[src/rtl/button_press_classifier_macros.svh]
// assertion macros for the button press classifier
`ifndef BUTTON_PRESS_CLASSIFIER_MACROS_SVH
`define BUTTON_PRESS_CLASSIFIER_MACROS_SVH
`ifndef SYNTHESIS
`define BPC_ASSERT(lbl, clk, rst_n, prop) \
  lbl: assert property (@(posedge clk) disable iff (!rst_n) prop) \
    else $error("bpc assertion failed");
`define BPC_ASSERT_NEVER(lbl, clk, rst_n, cond) \
  lbl: assert property (@(posedge clk) disable iff (!rst_n) !(cond)) \
    else $error("bpc forbidden condition seen");
`else
`define BPC_ASSERT(lbl, clk, rst_n, prop)
`define BPC_ASSERT_NEVER(lbl, clk, rst_n, cond)
`endif
`endif

[src/rtl/bpc_pkg.sv]
// shared widths, codes and reset values of the button press classifier
`default_nettype none
package bpc_pkg;

  localparam int unsigned StepW  = 8;
  localparam int unsigned ThrW   = 14;
  localparam int unsigned CntW   = 16;
  localparam int unsigned KindW  = 3;
  localparam int unsigned EdgeW  = 2;
  localparam int unsigned CfgIdxW = 3;
  localparam int unsigned CfgDataW = 14;

  typedef logic [KindW-1:0]    kind_t;
  typedef logic [EdgeW-1:0]    edge_t;
  typedef logic [CfgIdxW-1:0]  cfg_idx_t;
  typedef logic [CfgDataW-1:0] cfg_data_t;
  typedef logic [StepW-1:0]    step_t;
  typedef logic [ThrW-1:0]     thr_t;
  typedef logic [CntW-1:0]     cnt_t;

  localparam kind_t KIND_NONE    = 3'd0;
  localparam kind_t KIND_SHORT   = 3'd1;
  localparam kind_t KIND_LONG    = 3'd2;
  localparam kind_t KIND_DOUBLE  = 3'd3;
  localparam kind_t KIND_UNKNOWN = 3'd4;

  localparam edge_t EDGE_RISE = 2'd1;
  localparam edge_t EDGE_FALL = 2'd2;

  localparam cfg_idx_t REG_TICK_STEP    = 3'd0;
  localparam cfg_idx_t REG_SHORT_MIN    = 3'd1;
  localparam cfg_idx_t REG_SHORT_MAX    = 3'd2;
  localparam cfg_idx_t REG_LONG_MIN     = 3'd3;
  localparam cfg_idx_t REG_LONG_MAX     = 3'd4;
  localparam cfg_idx_t REG_WINDOW_LIMIT = 3'd5;

  localparam step_t RST_TICK_STEP    = 8'd10;
  localparam thr_t  RST_SHORT_MIN    = 14'd50;
  localparam thr_t  RST_SHORT_MAX    = 14'd400;
  localparam thr_t  RST_LONG_MIN     = 14'd800;
  localparam thr_t  RST_LONG_MAX     = 14'd3000;
  localparam thr_t  RST_WINDOW_LIMIT = 14'd4000;

endpackage
`default_nettype wire

[src/rtl/bpc_if.sv]
// handshake interfaces for tick, result and configuration words
`default_nettype none
interface bpc_tick_if;
  import bpc_pkg::*;
  logic  valid;
  logic  ready;
  logic  button_level;
  edge_t button_edge;
  modport source (output valid, output button_level, output button_edge, input ready);
  modport sink (input valid, input button_level, input button_edge, output ready);
endinterface

interface bpc_press_if;
  import bpc_pkg::*;
  logic  valid;
  logic  ready;
  kind_t press_kind;
  modport source (output valid, output press_kind, input ready);
  modport sink (input valid, input press_kind, output ready);
endinterface

interface bpc_cfg_if;
  import bpc_pkg::*;
  logic      valid;
  logic      ready;
  cfg_idx_t  index;
  cfg_data_t data;
  modport source (output valid, output index, output data, input ready);
  modport sink (input valid, input index, input data, output ready);
endinterface
`default_nettype wire

[src/rtl/button_press_classifier.sv]
// button press classifier: short, long, double and unknown press detection
//
//   channel  dir  payload                      handshake
//   tick_i   in   button_level, button_edge    valid/ready
//   press_o  out  press_kind                   valid/ready
//   cfg_i    in   index, data                  valid/ready, always ready
//
// one tick word per cycle while tick_i.ready is high; its result is offered once it moves into the result register
// input register and result register give a two-word pipeline, state updates in one pass
// rst_ni clears counters, pending flag, valid bits and restores register defaults
// a stalled result holds the pipeline; tick_i.ready drops only when both stages are full
// and the result is not taken
`default_nettype none
`include "button_press_classifier_macros.svh"
module button_press_classifier (
  input  wire          clk_i,
  input  wire          rst_ni,
  bpc_tick_if.sink     tick_i,
  bpc_press_if.source  press_o,
  bpc_cfg_if.sink      cfg_i
);
  import bpc_pkg::*;

  step_t tick_step_q;
  thr_t  short_min_q, short_max_q, long_min_q, long_max_q, window_limit_q;

  cnt_t  window_q, window_d;
  cnt_t  held_q, held_d;
  logic  pending_q, pending_d;

  logic  in_valid_q;
  logic  level_q;
  edge_t edge_q;
  logic  out_valid_q;
  kind_t kind_q, kind_d;

  logic  advance;
  logic  proc_en;
  logic  cleared;
  cnt_t  win_inc, held_inc;
  logic [CntW:0] win_sum, held_sum;

  assign advance = !out_valid_q || press_o.ready;
  assign proc_en = advance && in_valid_q;

  assign tick_i.ready     = !in_valid_q || advance;
  assign press_o.valid    = out_valid_q;
  assign press_o.press_kind = kind_q;
  assign cfg_i.ready      = 1'b1;

  function automatic kind_t classify(input cnt_t held, input thr_t smin, input thr_t smax,
                                     input thr_t lmin, input thr_t lmax);
    kind_t k;
    if (held < {2'b00, smin}) begin
      k = KIND_UNKNOWN;
    end else if (held < {2'b00, smax}) begin
      k = KIND_SHORT;
    end else if (held < {2'b00, lmin}) begin
      k = KIND_UNKNOWN;
    end else if (held < {2'b00, lmax}) begin
      k = KIND_LONG;
    end else begin
      k = KIND_UNKNOWN;
    end
    return k;
  endfunction

  // saturating counter increments
  assign win_sum  = {1'b0, window_q} + {{(CntW+1-StepW){1'b0}}, tick_step_q};
  assign held_sum = {1'b0, held_q} + {{(CntW+1-StepW){1'b0}}, tick_step_q};
  assign win_inc  = win_sum[CntW] ? {CntW{1'b1}} : win_sum[CntW-1:0];
  assign held_inc = held_sum[CntW] ? {CntW{1'b1}} : held_sum[CntW-1:0];

  always_comb begin
    window_d  = window_q;
    held_d    = held_q;
    pending_d = pending_q;
    kind_d    = KIND_NONE;
    cleared   = 1'b0;
    if (window_q != '0) begin
      window_d = win_inc;
      if (level_q) begin
        held_d = held_inc;
      end
      if (window_d > {2'b00, window_limit_q}) begin
        kind_d  = (held_d == window_d) ? KIND_LONG : KIND_NONE;
        cleared = 1'b1;
      end else if (edge_q == EDGE_FALL) begin
        kind_d = classify(held_d, short_min_q, short_max_q, long_min_q, long_max_q);
        held_d = '0;
        if (kind_d == KIND_UNKNOWN) begin
          window_d = '0;
        end
      end
      if (kind_d == KIND_SHORT) begin
        if (pending_d) begin
          kind_d  = KIND_DOUBLE;
          cleared = 1'b1;
        end else begin
          kind_d    = KIND_NONE;
          pending_d = 1'b1;
        end
      end
      if (!cleared && pending_d && window_d > {2'b00, short_max_q}) begin
        kind_d  = KIND_SHORT;
        cleared = 1'b1;
      end
      if (cleared) begin
        window_d  = '0;
        held_d    = '0;
        pending_d = 1'b0;
      end
    end
    // held time is zero whenever the window is closed
    if (!cleared && edge_q == EDGE_RISE && window_d == '0) begin
      window_d = {{(CntW-StepW){1'b0}}, tick_step_q};
      held_d   = {{(CntW-StepW){1'b0}}, tick_step_q};
    end
  end

  always_ff @(posedge clk_i or negedge rst_ni) begin
    if (!rst_ni) begin
      tick_step_q    <= RST_TICK_STEP;
      short_min_q    <= RST_SHORT_MIN;
      short_max_q    <= RST_SHORT_MAX;
      long_min_q     <= RST_LONG_MIN;
      long_max_q     <= RST_LONG_MAX;
      window_limit_q <= RST_WINDOW_LIMIT;
      window_q       <= '0;
      held_q         <= '0;
      pending_q      <= 1'b0;
      in_valid_q     <= 1'b0;
      out_valid_q    <= 1'b0;
    end else begin
      if (cfg_i.valid) begin
        unique case (cfg_i.index)
          REG_TICK_STEP:    tick_step_q    <= cfg_i.data[StepW-1:0];
          REG_SHORT_MIN:    short_min_q    <= cfg_i.data;
          REG_SHORT_MAX:    short_max_q    <= cfg_i.data;
          REG_LONG_MIN:     long_min_q     <= cfg_i.data;
          REG_LONG_MAX:     long_max_q     <= cfg_i.data;
          REG_WINDOW_LIMIT: window_limit_q <= cfg_i.data;
          default: ;
        endcase
      end
      if (proc_en) begin
        window_q  <= window_d;
        held_q    <= held_d;
        pending_q <= pending_d;
      end
      if (tick_i.valid && tick_i.ready) begin
        in_valid_q <= 1'b1;
      end else if (advance) begin
        in_valid_q <= 1'b0;
      end
      if (advance) begin
        out_valid_q <= in_valid_q;
      end
    end
  end

  // payload registers
  always_ff @(posedge clk_i) begin
    if (tick_i.valid && tick_i.ready) begin
      level_q <= tick_i.button_level;
      edge_q  <= tick_i.button_edge;
    end
    if (proc_en) begin
      kind_q <= kind_d;
    end
  end

  `BPC_ASSERT(a_held_zero_when_closed, clk_i, rst_ni, (window_q == '0) |-> (held_q == '0))
  `BPC_ASSERT(a_word_reaches_output, clk_i, rst_ni, proc_en |=> out_valid_q)
  `BPC_ASSERT(a_double_clears_pending, clk_i, rst_ni,
              (proc_en && kind_d == KIND_DOUBLE) |=> !pending_q)
  `BPC_ASSERT_NEVER(a_no_accept_when_full, clk_i, rst_ni,
                    tick_i.ready && in_valid_q && out_valid_q && !press_o.ready)

endmodule
`default_nettype wire

[src/flat_wrapper.sv]
// flat-port wrapper written by rule: the top's interface ports become plain ports
module button_press_classifier_flat import bpc_pkg::*;
  (clk_i, rst_ni, tick_i_valid, tick_i_button_level, tick_i_button_edge, tick_i_ready, press_o_valid, press_o_press_kind, press_o_ready, cfg_i_valid, cfg_i_index, cfg_i_data, cfg_i_ready);
  bpc_tick_if tick_i_i ();
  bpc_press_if press_o_i ();
  bpc_cfg_if cfg_i_i ();
  input  wire clk_i;
  input  wire rst_ni;
  input wire logic [$bits(tick_i_i.valid)-1:0] tick_i_valid;
  input wire logic [$bits(tick_i_i.button_level)-1:0] tick_i_button_level;
  input wire logic [$bits(tick_i_i.button_edge)-1:0] tick_i_button_edge;
  output wire logic [$bits(tick_i_i.ready)-1:0] tick_i_ready;
  output wire logic [$bits(press_o_i.valid)-1:0] press_o_valid;
  output wire logic [$bits(press_o_i.press_kind)-1:0] press_o_press_kind;
  input wire logic [$bits(press_o_i.ready)-1:0] press_o_ready;
  input wire logic [$bits(cfg_i_i.valid)-1:0] cfg_i_valid;
  input wire logic [$bits(cfg_i_i.index)-1:0] cfg_i_index;
  input wire logic [$bits(cfg_i_i.data)-1:0] cfg_i_data;
  output wire logic [$bits(cfg_i_i.ready)-1:0] cfg_i_ready;
  assign tick_i_i.valid = tick_i_valid;
  assign tick_i_i.button_level = tick_i_button_level;
  assign tick_i_i.button_edge = tick_i_button_edge;
  assign tick_i_ready = tick_i_i.ready;
  assign press_o_valid = press_o_i.valid;
  assign press_o_press_kind = press_o_i.press_kind;
  assign press_o_i.ready = press_o_ready;
  assign cfg_i_i.valid = cfg_i_valid;
  assign cfg_i_i.index = cfg_i_index;
  assign cfg_i_i.data = cfg_i_data;
  assign cfg_i_ready = cfg_i_i.ready;
  button_press_classifier u_core (.clk_i(clk_i), .rst_ni(rst_ni), .tick_i(tick_i_i), .press_o(press_o_i), .cfg_i(cfg_i_i));
endmodule
[config.mk]
export PLATFORM = sky130hd
export DESIGN_NAME = button_press_classifier_flat
export DESIGN_NICKNAME = d
export VERILOG_FILES = /design/src/rtl/bpc_pkg.sv /design/src/rtl/bpc_if.sv /design/src/rtl/button_press_classifier.sv /design/src/flat_wrapper.sv
export VERILOG_INCLUDE_DIRS = /design/src /design/src/rtl
export SDC_FILE = /design/constraint.sdc
export NUM_CORES = 1
export LEC_CHECK = 0
export BUFFER_PORTS_ARGS = -buffer_cell sky130_fd_sc_hd__clkbuf_2
export CAP_MARGIN = 15
export CORE_MARGIN = 8
export CORE_UTILIZATION = 60
export DETAILED_ROUTE_END_ITERATION = 8
export PLACE_DENSITY_LB_ADDON = 0.3
export SLEW_MARGIN = 40
export SYNTH_ARGS = -nofsm -noshare
export SYNTH_HDL_FRONTEND = slang
export SYNTH_SLANG_ARGS = --single-unit
[constraint.sdc]
create_clock -name clk_i -period 7.7 [get_ports clk_i]
set_input_delay 1.155 -clock clk_i [delete_from_list [all_inputs] [get_ports clk_i]]
set_output_delay 1.155 -clock clk_i [all_outputs]
set_load 0.02 [all_outputs]
======== Word level (Yosys, flattened, before mapping) ========
Index checks and enable logic that the tools add are counted.
storage, ports and cells
  register bits after elaboration ......... 119
  output and inout bits ................... 6
operators by class
  reduce and logical (&&, ||, !) cells .... 26
  order comparisons ....................... 6
  eq/ne operators ......................... 10
  muxes and demuxes ....................... 42
  add/subtract/negate cells ............... 2
  bitwise gates (word level) .............. 1
operators by type and width
  kind                                                 number
  two-way mux 16 bit                                   16
  less-than comparator 16 x 14 -> 1 bit                4
  adder 16 x 8 -> 17 bit                               2
  two-way mux 3 bit                                    11
  > comparator 16 x 14 -> 1 bit                        2
  equality test 16 bit                                 1
  logical NOT 16 bit                                   1
  AND reduction 2 bit                                  8
  nonzero test 16 bit                                  1
  two-way mux 1 bit                                    13
  equality test 3 bit, second input constant           3
  equality test 3 x 1 -> 1 bit, second input constant  2
  equality test 3 x 2 -> 1 bit, second input constant  2
  logical AND 1 bit                                    6
  logical NOT 1 bit                                    4
  two-way mux 2 bit                                    2
  nonzero test 2 bit                                   2
  logical NOT 3 bit                                    1
  equality test 2 x 1 -> 1 bit, second input constant  1
  equality test 2 bit, second input constant           1
  logical OR 1 bit                                     2
  OR reduction 2 bit                                   1
  inverter 1 bit                                       1

======== Depth between registers and ports, before layout ========
  word-level depth ........................ 29
  depth in mapped cells ................... 33
  gate-level depth less buffers ........... 28

======== Worst setup path before layout ========
Ideal clock, no wire load.
  path type ............................... flip-flop to flip-flop
  start ................................... register u_core.tick_step_q[0]
  end ..................................... register u_core.held_q[1]
  period minus slack after synthesis ...... 6923 ps
  slack ................................... 777 ps
  setup time .............................. 156 ps
  stages on the path, launching flop included .. 31
  data arrival time ....................... 6767 ps
  cell sequence ........................... dfrtp_1 -> ha_1 -> fa_1 -> a211oi_2 -> o21ai_1 -> and3_1 -> buf_6 -> or4_4 -> ha_1 -> nand3_1 -> nor4_1 -> nand3b_1 -> o22a_1 -> o21ai_0 -> nor2_1 -> o21a_1 -> clkbuf_1 -> buf_1 -> a21oi_1 -> ha_1 -> o21ai_0 -> a221oi_1 -> o21ai_0 -> a211o_1 -> o21ai_0 -> a311oi_1 -> o311ai_1 -> or2_1 -> buf_6 -> buf_12 -> a31oi_2
on the way
  word-level cells in the longest chain between the ends .. 29
  elaborated cells on any way between the ends .. 55
RTL lines
  item                                                                             line                            source
  from (decl)                                                                      button_press_classifier.sv:24   step_t tick_step_q;
  from (signal assigned)                                                           button_press_classifier.sv:137  REG_TICK_STEP: tick_step_q <= cfg_i.data[StepW-1:0];
  parallel branches: the longest is 29 deep, another holds adder 16 x 8 -> 17 bit  --
  to (signal assigned)                                                             button_press_classifier.sv:148  held_q <= held_d;
  to (decl)                                                                        button_press_classifier.sv:28   cnt_t held_q, held_d;
Several ways; the timed one is not identified. The select of a mux whose other input is x is not followed.
A chain may end at the register's enable or synchronous reset.

======== Worst setup path after layout ========
  start ................................... register u_core.tick_step_q[0]
  end ..................................... register u_core.held_q[0]
The elaborated chain is that of the path after synthesis.

==> impl_results.html <==
<table>
<tr><th>Metric</th><th>Value</th></tr>
<tr><th colspan="2">Outcome</th></tr>
<tr><td>Result of the run</td><td>finished, final reports clean</td></tr>
<tr><th colspan="2">Routing</th></tr>
<tr><td>First-pass detailed-route iteration total</td><td>7</td></tr>
<tr><td>Total wirelength of the detailed-routed design</td><td>23.8 mm</td></tr>
<tr><td>Per-cell via count in the routed design</td><td>6.36</td></tr>
<tr><td>Drt first-iter violations</td><td>829</td></tr>
<tr><td>Routed WL per cell</td><td>20.3 µm</td></tr>
<tr><td>Final ANT Viol Nets</td><td>0</td></tr>
<tr><td>Number of design rule violations left after detail routing</td><td>0</td></tr>
<tr><td>Routed vias</td><td>7474</td></tr>
<tr><th colspan="2">Critical path</th></tr>
<tr><td>R2R Path Start</td><td>u_core.tick_step_q[0]</td></tr>
<tr><td>Kind of start point of the critical path</td><td>flip-flop</td></tr>
<tr><td>Cell class contributing the biggest share of worst-path delay</td><td>compound AO/OA/AOI/OAI gates</td></tr>
<tr><td>WP data arrival</td><td>7510 ps</td></tr>
<tr><td>Largest incremental delay on the critical path</td><td>470 ps</td></tr>
<tr><td>Worst Setup EP</td><td>u_core.held_q[0]</td></tr>
<tr><td>Required arrival time at the worst endpoint</td><td>7990 ps</td></tr>
<tr><td>Setup slack, reg-to-reg</td><td>470 ps</td></tr>
<tr><td>Worst R2R Path Depth</td><td>29</td></tr>
<tr><td>CP dominant cell by count</td><td>ha_1</td></tr>
<tr><td>Worst reg2reg path endpoint</td><td>u_core.held_q[0]</td></tr>
<tr><td>Launch point of the critical path</td><td>u_core.tick_step_q[0]</td></tr>
<tr><td>Endpoint type of the worst setup path</td><td>flip-flop</td></tr>
<tr><td>Biggest fanout along the worst timing path</td><td>16</td></tr>
<tr><td>Logic depth of the worst path, buffers included</td><td>29</td></tr>
<tr><td>Number of buffers and inverters on the critical path</td><td>2</td></tr>
<tr><td>Start-to-end type of the worst setup path</td><td>reg2reg</td></tr>
<tr><td>Slowest-stage cell, CP</td><td>nor4b_1</td></tr>
<tr><th colspan="2">Timing</th></tr>
<tr><td>Final-layout setup total negative slack</td><td>0 ps</td></tr>
<tr><td>Slew at the pin closest to its max-slew limit</td><td>776 ps</td></tr>
<tr><td>Number of failing setup endpoints in the final timing report</td><td>0</td></tr>
<tr><td>Worst clock skew</td><td>9.61 ps</td></tr>
<tr><td>Maximum clock frequency</td><td>0.138 GHz</td></tr>
<tr><td>Hold Vio Cnt, Final</td><td>0</td></tr>
<tr><td>Unrepaired setup endpoints after global routing</td><td>false</td></tr>
<tr><td>Relative slew slack</td><td>0.479</td></tr>
<tr><td>Number of max-slew violations in the final report</td><td>0</td></tr>
<tr><td>Min Tclk post-route</td><td>7230 ps</td></tr>
<tr><td>Fin crit share</td><td>0.938</td></tr>
<tr><th colspan="2">Logic synthesis</th></tr>
<tr><td>Avg Inst Size Synth</td><td>9.16 µm²</td></tr>
<tr><td>Number of synthesized flops with an enable pin</td><td>6</td></tr>
<tr><td>Fraction of the yosys area taken by sequential cells</td><td>0.354</td></tr>
<tr><td>Biggest area consumer among synthesized cells</td><td>dfrtp_1</td></tr>
<tr><td>Net count of the mapped netlist</td><td>1060</td></tr>
<tr><td>Asr flop ratio synth</td><td>0.950</td></tr>
<tr><td>Synthesized netlist cell count</td><td>937</td></tr>
<tr><td>Top cells by area in the synthesized netlist</td><td>dfrtp_1, ha_1, dfstp_2</td></tr>
<tr><td>Fraction of post-synthesis cell area in the top cell type by area</td><td>0.260</td></tr>
<tr><td>Post-Syn Area</td><td>8580 µm²</td></tr>
<tr><td>Number of flip-flops and latches in the synthesized netlist</td><td>119</td></tr>
<tr><td>Number of library cell types mapped by synthesis</td><td>75</td></tr>
<tr><td>Yosys warning count</td><td>0</td></tr>
<tr><td>Dominant synthesized flop cell</td><td>dfrtp_1</td></tr>
<tr><th colspan="2">Worst hold path</th></tr>
<tr><td>Worst Hold Class</td><td>reg2reg</td></tr>
<tr><th colspan="2">GRT</th></tr>
<tr><td>Number of global-route vias before repair</td><td>7396</td></tr>
<tr><td>Pin count of the biggest net entering global routing</td><td>60</td></tr>
<tr><td>Antenna violations before repair</td><td>0</td></tr>
<tr><td>First-pass GRT wire length</td><td>38.3 mm</td></tr>
<tr><td>Total congestion overflow after global routing</td><td>0</td></tr>
<tr><td>GRT Total Usage</td><td>0.266</td></tr>
<tr><th colspan="2">Pwr</th></tr>
<tr><td>Fraction of power consumed by combinational cells</td><td>0.537</td></tr>
<tr><td>Cell Int Power</td><td>0.00210 W</td></tr>
<tr><td>P_sw</td><td>0.00160 W</td></tr>
<tr><td>Leakage power figure</td><td>4.40 nW</td></tr>
<tr><td>Post-route total power</td><td>0.00370 W</td></tr>
<tr><td>Fraction of power spent switching nets</td><td>0.432</td></tr>
<tr><td>Areal power density over the cells</td><td>383 nW/µm²</td></tr>
<tr><td>Clk pwr share</td><td>0.217</td></tr>
<tr><td>Worst supply voltage drop on vdd</td><td>0.000273 V</td></tr>
<tr><td>Sequential group share of total power</td><td>0.246</td></tr>
<tr><th colspan="2">Floorplan</th></tr>
<tr><td>Overall die height</td><td>136 µm</td></tr>
<tr><td>Die area</td><td>18400 µm²</td></tr>
<tr><td>Starting density of the core</td><td>0.616</td></tr>
<tr><td>Area of the core</td><td>13900 µm²</td></tr>
<tr><td>Die W</td><td>136 µm</td></tr>
<tr><td>Number of cell rows</td><td>43</td></tr>
<tr><td>IO Count</td><td>31</td></tr>
<tr><th colspan="2">Clock tree</th></tr>
<tr><td>Cell at the root of the clock tree</td><td>clkbuf_16</td></tr>
<tr><td>Number of buffers inserted for hold repair after clock tree synthesis</td><td>0</td></tr>
<tr><td>Clock buffer depth</td><td>2</td></tr>
<tr><td>TritonCTS clock tree</td><td>built</td></tr>
<tr><td>Worst-skew pair later-pin latency</td><td>420 ps</td></tr>
<tr><td>Clock transition time at the flip-flop clock pins of the worst setup and hold paths</td><td>50 ps</td></tr>
<tr><td>TritonCTS Buffers</td><td>17</td></tr>
<tr><td>Clock sinks</td><td>119</td></tr>
<tr><td>Max H-tree Level</td><td>4</td></tr>
<tr><th colspan="2">Cells and area</th></tr>
<tr><td>Leading cell types in the layout, fill and taps excluded</td><td>nand2_1, ha_1, dfrtp_1, inv_1, o21ai_0</td></tr>
<tr><td>Share of layout cells above drive strength 1</td><td>0.180</td></tr>
<tr><td>Area overhead of the layout relative to synthesis</td><td>12.6%</td></tr>
<tr><td>Filler cells</td><td>1083</td></tr>
<tr><td>Ant. Diodes</td><td>0</td></tr>
<tr><td>Net count reported at finish</td><td>1105</td></tr>
<tr><td>Area used by sequential logic in the layout</td><td>3040 µm²</td></tr>
<tr><td>Area of the multi-input gates</td><td>5140 µm²</td></tr>
<tr><td>Cell area after layout</td><td>9660 µm²</td></tr>
<tr><td>Most common library cell in the layout ignoring fill and taps</td><td>nand2_1</td></tr>
<tr><th colspan="2">Placed design</th></tr>
<tr><td>GPL Wtd Cong</td><td>0.955</td></tr>
<tr><td>Post-DP Area</td><td>9010 µm²</td></tr>
<tr><td>DPL Wire Length</td><td>17.7 mm</td></tr>
<tr><td>Buffers added on ports</td><td>29</td></tr>
<tr><th colspan="2">Flow run</th></tr>
<tr><td>Max-capacitance violation count</td><td>0</td></tr>
</table>
==> power groups by stage <==
stage	Clock, W	Combinational [W]	Sequential [W]
after floorplan	0	0.00139	0.000874
after global placement	0	0.00185	0.000906
after detailed placement	0	0.00190	0.000911
after CTS	0.000811	0.00192	0.000904
after global routing	0.000840	0.00218	0.000926
final	0.000804	0.00199	0.000911
==> worst reg2reg max path: cells and delay by family (launching register included) <==
| kind | cells | cell delay (ps) |
|---|---|---|
| adders and majority gates | 4 | 1390 |
| AOI/OAI and AO/OA | 16 | 3180 |
| DFF | 1 | 410 |
| and+or+nand+nor | 7 | 1680 |
| buffers and inverters | 2 | 430 |
==> flip-flops by register name, indices dropped and copies added, names as in the netlist <==
| register | cells |
|---|---|
| u_core.edge_q | 2 |
| u_core.pending_q | 1 |
| u_core.level_q | 1 |
| u_core.window_q | 16 |
| u_core.window_limit_q | 14 |
| u_core.press_o.press_kind | 3 |
| u_core.short_min_q | 14 |
| u_core.held_q | 16 |
| u_core.press_o.valid | 1 |
| u_core.in_valid_q | 1 |
| u_core.short_max_q | 14 |
| u_core.long_min_q | 14 |
| u_core.tick_step_q | 8 |
| u_core.long_max_q | 14 |
==> stage by stage <==
step                instances  hold WS, ps  worst slack (ps)   util
finish                   1175          506               475  0.693
global route             1175          516              49.6  0.693
CTS                      1174          506               222  0.690
detailed placement       1142          494               341  0.647
global placement         1141          488               453  0.646
floorplan                 937          457               777      -
==> final cells by class <==
class / count / area share
clock inverters: 7 / 0.0123
multi-input cells: 705 / 0.532
clock buffers: 25 / 0.0492
repair buffers: 56 / 0.0367
well taps: 180 / 0.0233
inverters: 83 / 0.0322
flip-flops and latches: 119 / 0.314
==> how the worst min path moves through the flow <==
stage / startpoint / to / slack, ps / depth (start not counted)
final: u_core.long_min_q[7] / u_core.long_min_q[7] / 510 / 1
after floorplan: u_core.in_valid_q / u_core.press_o.valid / 460 / 1
after detailed placement: u_core.long_min_q[7] / u_core.long_min_q[7] / 490 / 1
after global placement: u_core.long_min_q[0] / u_core.long_min_q[0] / 490 / 1
after global routing: u_core.long_min_q[2] / u_core.long_min_q[2] / 520 / 1
after CTS: u_core.long_min_q[7] / u_core.long_min_q[7] / 510 / 1
==> routing by layer <==
metal,vias up,share of wire,GRT usage
met5,-,0,0
met4,0,0.037,0.125
met3,68,0.087,0.0679
met2,374,0.45,0.411
met1,3532,0.42,0.341
li1,3500,-,-
==> synthesized netlist by cell type (18+ instances only) <==
library cell and instances:
nand2_1 103, xnor2_1 18, a211oi_1 21, o21ai_0 78, ha_1 96, nor2_1 45, mux2_2 41, nand4_1 20
a21oi_1 56, dfstp_2 24, dfrtp_1 89, clkbuf_1 22, inv_1 82
==> repair_timing <==
item,CTS,global route
buffers inserted,0,0
setup endpoints to repair,0,28
resized for setup,0,10
==> logic make-up after synthesis <==
kind of cell    after synthesis  synth area share
compound gates              262             0.203
xor+xnor                     27            0.0276
fa+ha+maj                    98             0.145
buf+inv                     113            0.0537
flops                       119             0.354
mux                          49            0.0631
other cells                   1          0.000437
simple gates                268             0.153
No activity file was read; power rests on OpenSTA's default activity.
